## config.mk

```make
export PLATFORM = sky130hd
export DESIGN_NAME = two_group_box_collision_scanner
export DESIGN_NICKNAME = d
export VERILOG_FILES = /design/src/hw/rtl/tgbc_pkg.sv /design/src/hw/rtl/tgbc_ctrl.sv /design/src/hw/rtl/tgbc_datapath.sv /design/src/hw/rtl/two_group_box_collision_scanner.sv
export SDC_FILE = /design/constraint.sdc
export NUM_CORES = 1
export LEC_CHECK = 0
export BUFFER_PORTS_ARGS = -buffer_cell sky130_fd_sc_hd__buf_4
export CORE_UTILIZATION = 33
export CTS_BUF_LIST = sky130_fd_sc_hd__clkbuf_4 sky130_fd_sc_hd__clkbuf_8
export DETAILED_ROUTE_END_ITERATION = 10
export GPL_ROUTABILITY_DRIVEN = 0
export GPL_TIMING_DRIVEN = 0
export SLEW_MARGIN = 25
export SYNTH_ARGS = -nofsm -noshare
export SYNTH_HDL_FRONTEND = slang
export SYNTH_SLANG_ARGS = --single-unit
```

## constraint.sdc

```tcl
create_clock -name clk -period 11.7 [get_ports clk]
set_input_delay 2.34 -clock clk [delete_from_list [all_inputs] [get_ports clk]]
set_output_delay 2.34 -clock clk [all_outputs]
set_load 0.02 [all_outputs]
```

## src/hw/rtl/tgbc_pkg.sv

```systemverilog
// Shared types and constants for the two-group box collision scanner.
// Used by the controller, the datapath and the top level; depends on nothing.
`default_nettype none
package tgbc_pkg;

  // Item kinds.
  localparam logic [1:0] KIND_ADD    = 2'd0;
  localparam logic [1:0] KIND_REMOVE = 2'd1;
  localparam logic [1:0] KIND_MOVE   = 2'd2;
  localparam logic [1:0] KIND_TICK   = 2'd3;

  // Actor types that matter to the tables.
  localparam logic [2:0] ACTOR_UNKNOWN     = 3'd0;
  localparam logic [2:0] ACTOR_PLAYER      = 3'd1;
  localparam logic [2:0] ACTOR_PLAYER_FIRE = 3'd2;

  // Result status codes.
  localparam logic [2:0] STATUS_OK        = 3'd0;
  localparam logic [2:0] STATUS_NO_HIT    = 3'd1;
  localparam logic [2:0] STATUS_FULL      = 3'd2;
  localparam logic [2:0] STATUS_UNKNOWN   = 3'd3;
  localparam logic [2:0] STATUS_NOT_FOUND = 3'd4;

  // Hits reported per tick, at most.
  localparam int unsigned RESULT_CAP = 64;
  localparam int unsigned CNT_W      = $clog2(RESULT_CAP + 1);

  typedef enum logic [1:0] {
    ST_IDLE,
    ST_UPDATE,
    ST_SCAN,
    ST_FINISH
  } ctl_state_t;

  // Commands from the controller to the datapath.
  typedef struct packed {
    logic load;    // capture the accepted word and clear scan state
    logic update;  // apply a table update and load its result
    logic step;    // test one player/enemy pair
    logic finish;  // emit the closing result of a tick
  } ctl_cmd_t;

  // Status from the datapath to the controller.
  typedef struct packed {
    logic out_free;    // output register can take a word this cycle
    logic hit;         // current pair collides
    logic pend_valid;  // a hit is held back waiting for its successor
    logic scan_end;    // current pair is the last one
    logic cap_hit;     // current hit is the last one that may be reported
  } ctl_stat_t;

endpackage
`default_nettype wire

```

## src/hw/rtl/tgbc_ctrl.sv

```systemverilog
// Controller state machine of the collision scanner.
// Depends on tgbc_pkg; drives the datapath only through command and status structs.
`default_nettype none
module tgbc_ctrl (
  input  logic                clk,
  input  logic                rst,
  input  logic                in_valid,
  input  logic                in_is_tick,
  output logic                in_ready,
  input  tgbc_pkg::ctl_stat_t stat,
  output tgbc_pkg::ctl_cmd_t  cmd
);
  import tgbc_pkg::*;

  ctl_state_t state;
  ctl_state_t state_next;
  logic       step_ok;

  // A hit while another is held needs the output register to move the held one out.
  assign step_ok = !(stat.hit && stat.pend_valid) || stat.out_free;

  always_ff @(posedge clk) begin
    if (rst) begin
      state <= ST_IDLE;
    end else begin
      state <= state_next;
    end
  end

  always_comb begin
    state_next = state;
    unique case (state)
      ST_IDLE: begin
        if (in_valid) begin
          state_next = in_is_tick ? ST_SCAN : ST_UPDATE;
        end
      end
      ST_UPDATE: begin
        if (stat.out_free) begin
          state_next = ST_IDLE;
        end
      end
      ST_SCAN: begin
        if (step_ok && (stat.scan_end || stat.cap_hit)) begin
          state_next = ST_FINISH;
        end
      end
      ST_FINISH: begin
        if (stat.out_free) begin
          state_next = ST_IDLE;
        end
      end
      default: state_next = ST_IDLE;
    endcase
  end

  always_comb begin
    in_ready   = 1'b0;
    cmd        = '0;
    unique case (state)
      ST_IDLE: begin
        in_ready = 1'b1;
        cmd.load = in_valid;
      end
      ST_UPDATE: cmd.update = stat.out_free;
      ST_SCAN:   cmd.step   = step_ok;
      ST_FINISH: cmd.finish = stat.out_free;
      default: ;
    endcase
  end

  // Only one datapath command may be active in any cycle.
  a_cmd_onehot: assert property (@(posedge clk) disable iff (rst)
    $onehot0({cmd.load, cmd.update, cmd.step, cmd.finish}))
    else $error("more than one datapath command active");

  // A tick scan that reaches its last pair always moves to the finishing state.
  a_scan_to_finish: assert property (@(posedge clk) disable iff (rst)
    (cmd.step && stat.scan_end) |=> (state == ST_FINISH))
    else $error("scan did not close after its last pair");

  // The output register is never loaded over an untaken word.
  a_update_needs_room: assert property (@(posedge clk) disable iff (rst)
    (cmd.update || cmd.finish) |-> stat.out_free)
    else $error("result loaded while output register busy");

endmodule
`default_nettype wire

```

## src/hw/rtl/tgbc_datapath.sv

```systemverilog
// Datapath of the collision scanner: entity tables, id match, pair test and output register.
// Depends on tgbc_pkg; sequenced by tgbc_ctrl.
`default_nettype none
module tgbc_datapath #(
  parameter int unsigned PLAYER_SLOTS = 4,
  parameter int unsigned ENEMY_SLOTS  = 16
) (
  input  logic                clk,
  input  logic                rst,
  input  tgbc_pkg::ctl_cmd_t  cmd,
  output tgbc_pkg::ctl_stat_t stat,
  input  logic [1:0]          kind,
  input  logic [15:0]         entity_id,
  input  logic [2:0]          actor_type,
  input  logic [11:0]         pos_x,
  input  logic [11:0]         pos_y,
  input  logic [7:0]          half_size,
  output logic                out_valid,
  input  logic                out_ready,
  output logic [2:0]          status,
  output logic [15:0]         player_side_id,
  output logic [15:0]         enemy_side_id,
  output logic                fire_hit,
  output logic                last
);
  import tgbc_pkg::*;

  localparam int unsigned PW = (PLAYER_SLOTS > 1) ? $clog2(PLAYER_SLOTS) : 1;
  localparam int unsigned EW = (ENEMY_SLOTS > 1) ? $clog2(ENEMY_SLOTS) : 1;

  // Captured word.
  logic [1:0]  kind_r;
  logic [15:0] id_r;
  logic [2:0]  type_r;
  logic [11:0] x_r;
  logic [11:0] y_r;
  logic [7:0]  hs_r;

  // Tables.
  logic [PLAYER_SLOTS-1:0] p_valid;
  logic [15:0]             p_id   [PLAYER_SLOTS];
  logic [11:0]             p_x    [PLAYER_SLOTS];
  logic [11:0]             p_y    [PLAYER_SLOTS];
  logic [7:0]              p_sz   [PLAYER_SLOTS];
  logic [PLAYER_SLOTS-1:0] p_fire;
  logic [ENEMY_SLOTS-1:0]  e_valid;
  logic [15:0]             e_id   [ENEMY_SLOTS];
  logic [11:0]             e_x    [ENEMY_SLOTS];
  logic [11:0]             e_y    [ENEMY_SLOTS];
  logic [7:0]              e_sz   [ENEMY_SLOTS];

  // Update logic.
  logic [PLAYER_SLOTS-1:0] pmatch, pv_after, p_valid_next, p_wr, p_mv;
  logic [ENEMY_SLOTS-1:0]  ematch, em_eff, ev_after, e_valid_next, e_wr, e_mv;
  logic                    p_free_found, e_free_found;
  logic [PW-1:0]           p_free_idx;
  logic [EW-1:0]           e_free_idx;
  logic                    add_bad, player_side, id_found;
  logic [2:0]              upd_status;

  // Scan state.
  logic [PW-1:0]    si;
  logic [EW-1:0]    sj;
  logic [CNT_W-1:0] hit_cnt;
  logic             pend_valid;
  logic [15:0]      pend_pid, pend_eid;
  logic             pend_fire;
  logic [7:0]       lim;
  logic [11:0]      dx, dy;
  logic             hit;

  // Output register load.
  logic        out_load;
  logic [2:0]  status_next;
  logic [15:0] pid_next, eid_next;
  logic        fire_next, last_next;

  always_ff @(posedge clk) begin
    if (cmd.load) begin
      kind_r <= kind;
      id_r   <= entity_id;
      type_r <= actor_type;
      x_r    <= pos_x;
      y_r    <= pos_y;
      hs_r   <= half_size;
    end
  end

  // Id match over both tables; the player side wins when both match.
  always_comb begin
    for (int k = 0; k < PLAYER_SLOTS; k++) begin
      pmatch[k] = p_valid[k] && (p_id[k] == id_r);
    end
    for (int k = 0; k < ENEMY_SLOTS; k++) begin
      ematch[k] = e_valid[k] && (e_id[k] == id_r);
    end
  end

  assign em_eff      = (|pmatch) ? '0 : ematch;
  assign pv_after    = p_valid & ~pmatch;
  assign ev_after    = e_valid & ~em_eff;
  assign add_bad     = (type_r == ACTOR_UNKNOWN) || (id_r == 16'd0);
  assign player_side = (type_r == ACTOR_PLAYER) || (type_r == ACTOR_PLAYER_FIRE);
  assign id_found    = (id_r != 16'd0) && ((|pmatch) || (|ematch));

  // Lowest free slot after the old copy of the id is dropped.
  always_comb begin
    p_free_found = 1'b0;
    p_free_idx   = '0;
    for (int k = PLAYER_SLOTS - 1; k >= 0; k--) begin
      if (!pv_after[k]) begin
        p_free_found = 1'b1;
        p_free_idx   = PW'(k);
      end
    end
  end

  always_comb begin
    e_free_found = 1'b0;
    e_free_idx   = '0;
    for (int k = ENEMY_SLOTS - 1; k >= 0; k--) begin
      if (!ev_after[k]) begin
        e_free_found = 1'b1;
        e_free_idx   = EW'(k);
      end
    end
  end

  always_comb begin
    p_valid_next = p_valid;
    e_valid_next = e_valid;
    p_wr         = '0;
    e_wr         = '0;
    p_mv         = '0;
    e_mv         = '0;
    upd_status   = STATUS_OK;
    unique case (kind_r)
      KIND_ADD: begin
        if (add_bad) begin
          upd_status = STATUS_UNKNOWN;
        end else begin
          p_valid_next = pv_after;
          e_valid_next = ev_after;
          if (player_side) begin
            if (p_free_found) begin
              p_wr[p_free_idx]         = 1'b1;
              p_valid_next[p_free_idx] = 1'b1;
            end else begin
              upd_status = STATUS_FULL;
            end
          end else begin
            if (e_free_found) begin
              e_wr[e_free_idx]         = 1'b1;
              e_valid_next[e_free_idx] = 1'b1;
            end else begin
              upd_status = STATUS_FULL;
            end
          end
        end
      end
      KIND_REMOVE: begin
        if (!id_found) begin
          upd_status = STATUS_NOT_FOUND;
        end else begin
          p_valid_next = pv_after;
          e_valid_next = ev_after;
        end
      end
      KIND_MOVE: begin
        if (!id_found) begin
          upd_status = STATUS_NOT_FOUND;
        end else begin
          p_mv = pmatch;
          e_mv = em_eff;
        end
      end
      default: ;
    endcase
  end

  always_ff @(posedge clk) begin
    if (rst) begin
      p_valid <= '0;
      e_valid <= '0;
    end else if (cmd.update) begin
      p_valid <= p_valid_next;
      e_valid <= e_valid_next;
    end
  end

  always_ff @(posedge clk) begin
    for (int k = 0; k < PLAYER_SLOTS; k++) begin
      if (cmd.update && p_wr[k]) begin
        p_id[k]   <= id_r;
        p_x[k]    <= x_r;
        p_y[k]    <= y_r;
        p_sz[k]   <= hs_r;
        p_fire[k] <= (type_r == ACTOR_PLAYER_FIRE);
      end else if (cmd.update && p_mv[k]) begin
        p_x[k] <= x_r;
        p_y[k] <= y_r;
      end
    end
    for (int k = 0; k < ENEMY_SLOTS; k++) begin
      if (cmd.update && e_wr[k]) begin
        e_id[k] <= id_r;
        e_x[k]  <= x_r;
        e_y[k]  <= y_r;
        e_sz[k] <= hs_r;
      end else if (cmd.update && e_mv[k]) begin
        e_x[k] <= x_r;
        e_y[k] <= y_r;
      end
    end
  end

  // Pair test for player slot si against enemy slot sj.
  assign lim = (p_sz[si] > e_sz[sj]) ? p_sz[si] : e_sz[sj];
  assign dx  = (p_x[si] >= e_x[sj]) ? (p_x[si] - e_x[sj]) : (e_x[sj] - p_x[si]);
  assign dy  = (p_y[si] >= e_y[sj]) ? (p_y[si] - e_y[sj]) : (e_y[sj] - p_y[si]);
  assign hit = p_valid[si] && e_valid[sj] &&
               (dx <= {4'd0, lim}) && (dy <= {4'd0, lim});

  always_ff @(posedge clk) begin
    if (rst) begin
      pend_valid <= 1'b0;
      hit_cnt    <= '0;
      si         <= '0;
      sj         <= '0;
    end else if (cmd.load) begin
      pend_valid <= 1'b0;
      hit_cnt    <= '0;
      si         <= '0;
      sj         <= '0;
    end else if (cmd.step) begin
      if (sj == EW'(ENEMY_SLOTS - 1)) begin
        sj <= '0;
        si <= si + PW'(1);
      end else begin
        sj <= sj + EW'(1);
      end
      if (hit) begin
        pend_valid <= 1'b1;
        hit_cnt    <= hit_cnt + CNT_W'(1);
      end
    end else if (cmd.finish) begin
      pend_valid <= 1'b0;
    end
  end

  always_ff @(posedge clk) begin
    if (cmd.step && hit) begin
      pend_pid  <= p_id[si];
      pend_eid  <= e_id[sj];
      pend_fire <= p_fire[si];
    end
  end

  always_comb begin
    out_load    = 1'b0;
    status_next = STATUS_OK;
    pid_next    = 16'd0;
    eid_next    = 16'd0;
    fire_next   = 1'b0;
    last_next   = 1'b1;
    priority if (cmd.update) begin
      out_load    = 1'b1;
      status_next = upd_status;
    end else if (cmd.step && hit && pend_valid) begin
      out_load  = 1'b1;
      pid_next  = pend_pid;
      eid_next  = pend_eid;
      fire_next = pend_fire;
      last_next = 1'b0;
    end else if (cmd.finish) begin
      out_load = 1'b1;
      if (pend_valid) begin
        pid_next  = pend_pid;
        eid_next  = pend_eid;
        fire_next = pend_fire;
      end else begin
        status_next = STATUS_NO_HIT;
      end
    end
  end

  always_ff @(posedge clk) begin
    if (rst) begin
      out_valid <= 1'b0;
    end else if (out_load) begin
      out_valid <= 1'b1;
    end else if (out_ready) begin
      out_valid <= 1'b0;
    end
  end

  always_ff @(posedge clk) begin
    if (out_load) begin
      status         <= status_next;
      player_side_id <= pid_next;
      enemy_side_id  <= eid_next;
      fire_hit       <= fire_next;
      last           <= last_next;
    end
  end

  assign stat.out_free   = !out_valid || out_ready;
  assign stat.hit        = hit;
  assign stat.pend_valid = pend_valid;
  assign stat.scan_end   = (si == PW'(PLAYER_SLOTS - 1)) && (sj == EW'(ENEMY_SLOTS - 1));
  assign stat.cap_hit    = hit && (hit_cnt == CNT_W'(RESULT_CAP - 1));

  // Ids stay unique across both tables, so a lookup finds at most one entry.
  a_id_unique_player: assert property (@(posedge clk) disable iff (rst)
    $onehot0(pmatch))
    else $error("id present in more than one player slot");

  a_id_unique_both: assert property (@(posedge clk) disable iff (rst)
    $onehot0(ematch) && !((|pmatch) && (|ematch)))
    else $error("id present more than once across the tables");

  // The hit count never runs past the report limit.
  a_cnt_bound: assert property (@(posedge clk) disable iff (rst)
    hit_cnt <= CNT_W'(RESULT_CAP))
    else $error("hit count beyond report limit");

  // Every update produces exactly one loaded result.
  a_update_loads: assert property (@(posedge clk) disable iff (rst)
    cmd.update |=> out_valid)
    else $error("update result not presented");

endmodule
`default_nettype wire

```

## src/hw/rtl/two_group_box_collision_scanner.sv

```systemverilog
// Top level of the two-group box collision scanner.
// Instantiates tgbc_ctrl and tgbc_datapath; types come from tgbc_pkg.
//
//   channel | direction | handshake            | payload
//   --------+-----------+----------------------+---------------------------------------------
//   in      | into      | in_valid / in_ready  | kind, entity_id, actor_type, pos_x, pos_y,
//           |           |                      | half_size
//   out     | out of    | out_valid/ out_ready | status, player_side_id, enemy_side_id,
//           |           |                      | fire_hit, last
//
// An add, remove or move word is accepted in the idle state; once the output register
// is free, the update state looks up the id in both tables and writes the entry, and
// loads the result into the output register in the same cycle. A tick scans one
// player/enemy pair per cycle through a single box comparator, unless a hit must wait
// to replace a held one, and closes after its last pair or its RESULT_CAP-th hit.
// Reset (rst, synchronous) empties both tables at once through their valid bits. A
// held output word blocks only an update, a finish or a hit that must replace it; a new
// input word is taken as soon as the previous one is done, even if its result is still held.
`default_nettype none
module two_group_box_collision_scanner #(
  parameter int unsigned PLAYER_SLOTS = 4,
  parameter int unsigned ENEMY_SLOTS  = 16
) (
  input  logic        clk,
  input  logic        rst,
  input  logic        in_valid,
  output logic        in_ready,
  input  logic [1:0]  kind,
  input  logic [15:0] entity_id,
  input  logic [2:0]  actor_type,
  input  logic [11:0] pos_x,
  input  logic [11:0] pos_y,
  input  logic [7:0]  half_size,
  output logic        out_valid,
  input  logic        out_ready,
  output logic [2:0]  status,
  output logic [15:0] player_side_id,
  output logic [15:0] enemy_side_id,
  output logic        fire_hit,
  output logic        last
);
  import tgbc_pkg::*;

  ctl_cmd_t  cmd;
  ctl_stat_t stat;
  logic      in_is_tick;

  // The controller picks its path from the kind of the word being accepted.
  assign in_is_tick = (kind == KIND_TICK);

  tgbc_ctrl u_ctrl (
    .clk        (clk),
    .rst        (rst),
    .in_valid   (in_valid),
    .in_is_tick (in_is_tick),
    .in_ready   (in_ready),
    .stat       (stat),
    .cmd        (cmd)
  );

  // The datapath holds both tables, the pair comparator and the output register.
  tgbc_datapath #(
    .PLAYER_SLOTS (PLAYER_SLOTS),
    .ENEMY_SLOTS  (ENEMY_SLOTS)
  ) u_datapath (
    .clk            (clk),
    .rst            (rst),
    .cmd            (cmd),
    .stat           (stat),
    .kind           (kind),
    .entity_id      (entity_id),
    .actor_type     (actor_type),
    .pos_x          (pos_x),
    .pos_y          (pos_y),
    .half_size      (half_size),
    .out_valid      (out_valid),
    .out_ready      (out_ready),
    .status         (status),
    .player_side_id (player_side_id),
    .enemy_side_id  (enemy_side_id),
    .fire_hit       (fire_hit),
    .last           (last)
  );

endmodule
`default_nettype wire
```

Word level (Yosys, flattened, before mapping)
Memory sizes are Yosys's and may differ from the RTL's. A register that Yosys moved wholly into a read port is not among the register bits.
Cells that the tools add are included.
{ "op_classes": {"n_mux": 375, "eq_ne": 37, "add_sub_neg": 7, "n_lt_le_gt_ge": 11, "n_reduce_logical": 134, "bitwise_logic": 46} }
{ "ops": {"columns": ["cell", "n"], "rows": [
  ["16-bit two-way mux", 35],
  ["12-bit two-way mux", 42],
  ["16-bit == test", 20],
  ["16-bit OR reduction", 19],
  ["4-bit two-way mux", 63],
  ["1-bit two-way mux", 179],
  ["8-bit two-way mux", 19],
  ["8-bit OR reduction", 18],
  ["1-bit logical AND", 72],
  ["12-bit subtractor", 4],
  ["2-bit two-way mux", 22],
  ["1-bit OR", 40],
  ["16-bit one-hot mux with 2 select lines", 1],
  ["12-bit greater-or-equal comparator", 2],
  ["12-bit by 8-bit <= comparator with 1-bit output", 2],
  ["3-bit two-way mux", 6],
  ["16-bit AND", 1],
  ["16-bit logical NOT", 1],
  ["16-bit inverter", 1],
  ["16-bit OR", 1],
  ["16-bit nonzero test", 1],
  ["2-bit == test, second input constant", 5],
  ["4-bit by 5-bit less-than comparator with 1-bit output, second input constant", 2],
  ["8-bit greater-than comparator", 1],
  ["other kinds (33)", 53]
]} }
{ "word_totals": {"regBits": 132, "output_inout_bits": 39, "word_cells": 642, "in_bits": 57, "mem_count": 8, "ramBits": 960} }
{ "memory_table": {"columns": ["memory", "words", "word_bits", "read_ports", "rd_clocked_by_memory_dff", "write_ports", "line_no", "rtl"], "rows": [
  ["u_datapath.e_id", 16, 16, 17, 1, 1, "tgbc_datapath.sv:47", "logic [15:0] e_id [ENEMY_SLOTS];"],
  ["u_datapath.e_x", 16, 12, 1, 1, 16, "tgbc_datapath.sv:48", "logic [11:0] e_x [ENEMY_SLOTS];"],
  ["u_datapath.e_y", 16, 12, 1, 1, 16, "tgbc_datapath.sv:49", "logic [11:0] e_y [ENEMY_SLOTS];"],
  ["u_datapath.e_sz", 16, 8, 1, 1, 1, "tgbc_datapath.sv:50", "logic [7:0] e_sz [ENEMY_SLOTS];"],
  ["u_datapath.p_id", 4, 16, 5, 1, 1, "tgbc_datapath.sv:41", "logic [15:0] p_id [PLAYER_SLOTS];"],
  ["u_datapath.p_x", 4, 12, 1, 1, 4, "tgbc_datapath.sv:42", "logic [11:0] p_x [PLAYER_SLOTS];"],
  ["+2 memories", null, null, null, null, null, null, null]
]} }

Depth between registers and ports, before layout
An unclocked memory read counts as a cell.
{ "logic_depth": {"depth_word": 50, "ltp_mapped": 30, "mapped_depth_nobuf": 26} }

Hierarchy
Synthesis repeated with hierarchy kept, for this count alone.
{ "hier_totals": {"hier_cells": 2787, "hier_area_um2": 49605.1} }
{ "modules_own_cells": {"columns": ["module", "area_per_inst_um2", "seq_area_each_um2", "cells_per_inst", "instances"], "rows": [
  ["tgbc_datapath", 49463.7, 33462.1, 2769, 1],
  ["tgbc_ctrl", 135.1, 40.0, 17, 1],
  ["two_group_box_collision_scanner", 6.3, 0.0, 1, 1]
]} }

Least setup slack after synthesis
OpenSTA, ideal clock, no wires.
{ "synth_path": {"kind": "register to register", "startpoint": "register (tool-made name)", "endpoint": "register u_datapath.pend_eid[0], read port of u_datapath.e_id, enable pin", "n_path_buf": 3, "path_slack_ns": 2.378, "period_less_slack_ns": 9.322, "setup_ns": 0.464, "path_stages_with_launch": 28, "arrival_ns": 8.857, "required_ns": 11.236, "path_cell_list": "dfxtp_1 > clkbuf_1 > buf_1 > mux4_2 > mux4_2 > ha_1 > fa_1 > nor2b_1 > o21a_1 > o21ai_1 > a21o_1 > and2_1 > clkbuf_1 > nor4_1 > a31oi_1 > a221o_1 > a21oi_1 > xnor2_1 > ha_1 > a21oi_1 > nand2b_1 > o21ai_0 > and3_1 > nand3_1 > or4_4 > nor3_1 > nand2_1 > nor3_1"} }
{ "synth_lines": {"columns": ["element", "line_no", "rtl"], "rows": [
  ["to (decl)", "tgbc_datapath.sv:66", "logic [15:0] pend_pid, pend_eid;"]
]} }

==> results.md <==
* Status: finished clean
* Ys flop type: edfxtp_1
* Uppermost layer routed: met4
* FF-to-FF path depth at 31
* Final setup viols at 0
* Unrepaired setup endpoints after global routing: false
* Yosys top cell by area: edfxtp_1
* Core Region at 0.150 mm2
* I/O Pins at 96
* Global route total overflow at 0
* Peak supply drop at 0.120 mV
* Port bufs at 94
* Global-route wire length before repair at 193000 um
* Area of the multi-input gates at 0.0158 mm2
* Clock Root Buffer: clkbuf_8
* Final min period at 9.45 ns
* Height of the die at 391 um
* Initial Util at 33.3%
* Hold_buf cts at 0
* Post-Syn Area at 0.0499 mm2
* Crit. End Element: register
* Nets at 3337
* Crit Path Max Fanout at 10
* Post-layout util at 38.8%
* Critical path's slowest cell: clkbuf_1
* Slowest stage delay, CP at 0.89 ns
* Cell Rows at 142
* DR vias/cell at 5.17
* Sequential area share after synthesis at 67.2%
* Type of the worst setup path: reg -> reg
* Area growth syn-to-layout at 16.8%
* DRT met1 WL at 57300 um
* Post-DP HPWL at 97000 um
* Hold crit path type: reg -> reg
* Post-synth cell types at 80
* Crit start category: register
* Top-area cell type share of the netlist area at 65.5%
* Final Hold Viols at 0
* Hold depth at 2
* CTS buffer count at 185
* Static Leak at 0.0185 uW
* Post-CTS setup buffers at 0
* Design area at 0.0583 mm2
* Post-synth ARST share at 0%
* Yosys warns at 0
* CTS sink count at 1130
* Crit share post-route at 80.8%
* Clk_lat worst skew at 0.92 ns
* Mapped Nets at 2994
* CP arrival at 10.07 ns
* Cell family with most CP delay: buffers and inverters
* Cell count along the critical path at 31
* Number of flops mapped to enable cells by yosys at 1087
* Met3 wire length at 9180 um
* Total number of H-tree levels at 4
* CTS resizes at 0
* Clock buffer depth at 3
* Register-to-register setup slack at 2.25 ns
* Bufs and invs on worst path at 7
* Pwr Density at 142 mW/mm2
* Register area at 0.0335 mm2
* Synth top area cells: edfxtp_1, mux4_2, xor2_1, xnor2_1, ha_1
* Placed inst area at 0.0547 mm2
* Drt first pass iters at 6
* Routed Antenna Nets at 0
* Full die area at 0.153 mm2
* Pins Over Slew Limit at 0
* Critical Path RT at 12.32 ns
* Initial DRC count at 2862
* Gr usage total at 17.4%
* Vias in the first global route at 27.9k
* Avg Cell Area, Syn at 17.5 um2
* Largest net degree at the start of global routing at 36
* Final wirelength at 133000 um
* Most used cell along the critical path: buf_4
* Slew margin rel. at 25.9%
* Layout cells sized above 1 at 26.0%
* Clock-pin slew on the worst setup and hold paths at 0.06 ns
* MaxCap Viol Count at 0
* CP endpoint: u_datapath.pend_eid[3]
* Post-Syn Instances at 2856
* Initial antenna violation count at 5
* Remaining DRCs at 0
* R2r endpoint: u_datapath.pend_eid[3]
* # fillers at 13.7k
* Total chip power at 8250 uW
* HP Start: u_datapath.hit_cnt[6]
* Register bit total from synthesis at 1130
* FMAX at 106 MHz
* Final Skew at 0.0640 ns
* WHS at 0.503 ns
* Slew @ Worst Pin at 1.11 ns
* Chip width at 391 um
* Routed via count at 27.7k
* WL met2 at 63200 um
* CTS tree: done
* Routed len/inst at 24.8 um
==> synth_stat cells, types with 43 or more instances <==
cell and instances:
nor2_1 76, xor2_1 208, clkbuf_1 57, a21oi_1 59, nand2_1 102, dfxtp_1 43
ha_1 77, and2_1 44, o21ai_0 70, xnor2_1 132, nor4_1 63, mux4_2 294
inv_1 80, edfxtp_1 1087
==> worst min path at each step <==
stage,endpoint,slack (ns)
4_1_cts,u_datapath.hit_cnt[6],0.50
6_report,u_datapath.hit_cnt[6],0.50
2_1_floorplan,u_datapath.p_valid[1],0.46
5_1_grt,u_datapath.player_side_id[10],0.53
3_3_place_gp,u_datapath.hit_cnt[6],0.49
3_5_place_dp,u_datapath.hit_cnt[6],0.50
==> cell families after synthesis <==
group	synth area share (%)
compound gates	3.66
xor+xnor	5.97
fa+ha+maj	2.09
buf+inv	1.92
flops	67.2
mux	13.6
simple gates	5.54
==> area by class of cell <==
type                            count  area share (%)
Clock buffer                      238            5.09
Multi-Input combinational cell   1512            27.1
Antenna cell                        1         0.00430
Timing Repair Buffer              156            3.30
Sequential cell                  1130            57.5
Inverter                           80           0.515
Buffer                            134            1.16
Tap cell                         2016            4.33
Clock inverter                     83           0.958
==> stage by stage <==
stage / worst slack, ns / TNS [ns] / cells
2_1_floorplan: 2.38 / 0 / 2856
3_3_place_gp: -1.14 / -37.32 / 4966
3_5_place_dp: 2.22 / 0 / 5023
4_1_cts: 2.20 / 0 / 5344
5_1_grt: 1.78 / 0 / 5350
6_report: 2.25 / 0 / 5350
==> registers in the layout, summed over array words and instances, names as in the netlist, 7 cells and up, named ones only <==
signal	cells
u_datapath.y_r	12
u_datapath.p_id	64
u_datapath.player_side_id	16
u_datapath.e_x	192
u_datapath.p_y	48
u_datapath.e_id	256
u_datapath.e_valid	16
u_datapath.e_y	192
u_datapath.hs_r	8
u_datapath.e_sz	128
u_datapath.x_r	12
u_datapath.hit_cnt	7
u_datapath.enemy_side_id	16
u_datapath.p_x	48
u_datapath.pend_pid	16
u_datapath.pend_eid	16
u_datapath.p_sz	32
u_datapath.id_r	16
==> worst register-to-register path: cells and delay by family, from the launching register on <==
family / cells / cell delay (ns)
mux: 2 / 0.95
flops: 1 / 0.34
simple gates: 10 / 2.46
xor+xnor: 1 / 0.19
buf+inv: 7 / 2.64
compound gates: 8 / 1.61
fa+ha+maj: 3 / 1.00
==> placed cells by master, fill, tap and decap left out, types with 18 or more instances in the layout <==
cell type / instances
buf_6: 18
inv_1: 79
dfxtp_1: 43
a21oi_1: 56
ha_1: 77
nand3_1: 31
nand2_1: 102
nor4_1: 63
clkbuf_1: 51
nand4_1: 40
xor2_1: 208
xnor2_1: 132
buf_2: 36
clkbuf_4: 50
mux4_2: 294
clkinv_1: 45
o21ai_0: 69
nor2b_1: 27
nor3_1: 21
nor2_1: 60
buf_16: 31
clkinv_2: 19
edfxtp_1: 1087
and2_1: 43
nand2b_1: 22
buf_4: 117
or4_1: 19
clkbuf_8: 188
==> power by group <==
group          internal (uW)  switching (uW)  leakage, uW
registers               4480            72.2       0.0101
clock network           1760            1590      0.00184
logic                    141             208      0.00651
==> layer usage <==
| metal | up-vias | track usage, % |
|---|---|---|
| li1 | 12100 | - |
| met1 | 14300 | 23.8 |
| met2 | 1069 | 28.0 |
| met3 | 210 | 3.66 |
| met4 | 0 | 4.99 |
| met5 | - | 0 |
(Power assumes the default switching activity.)
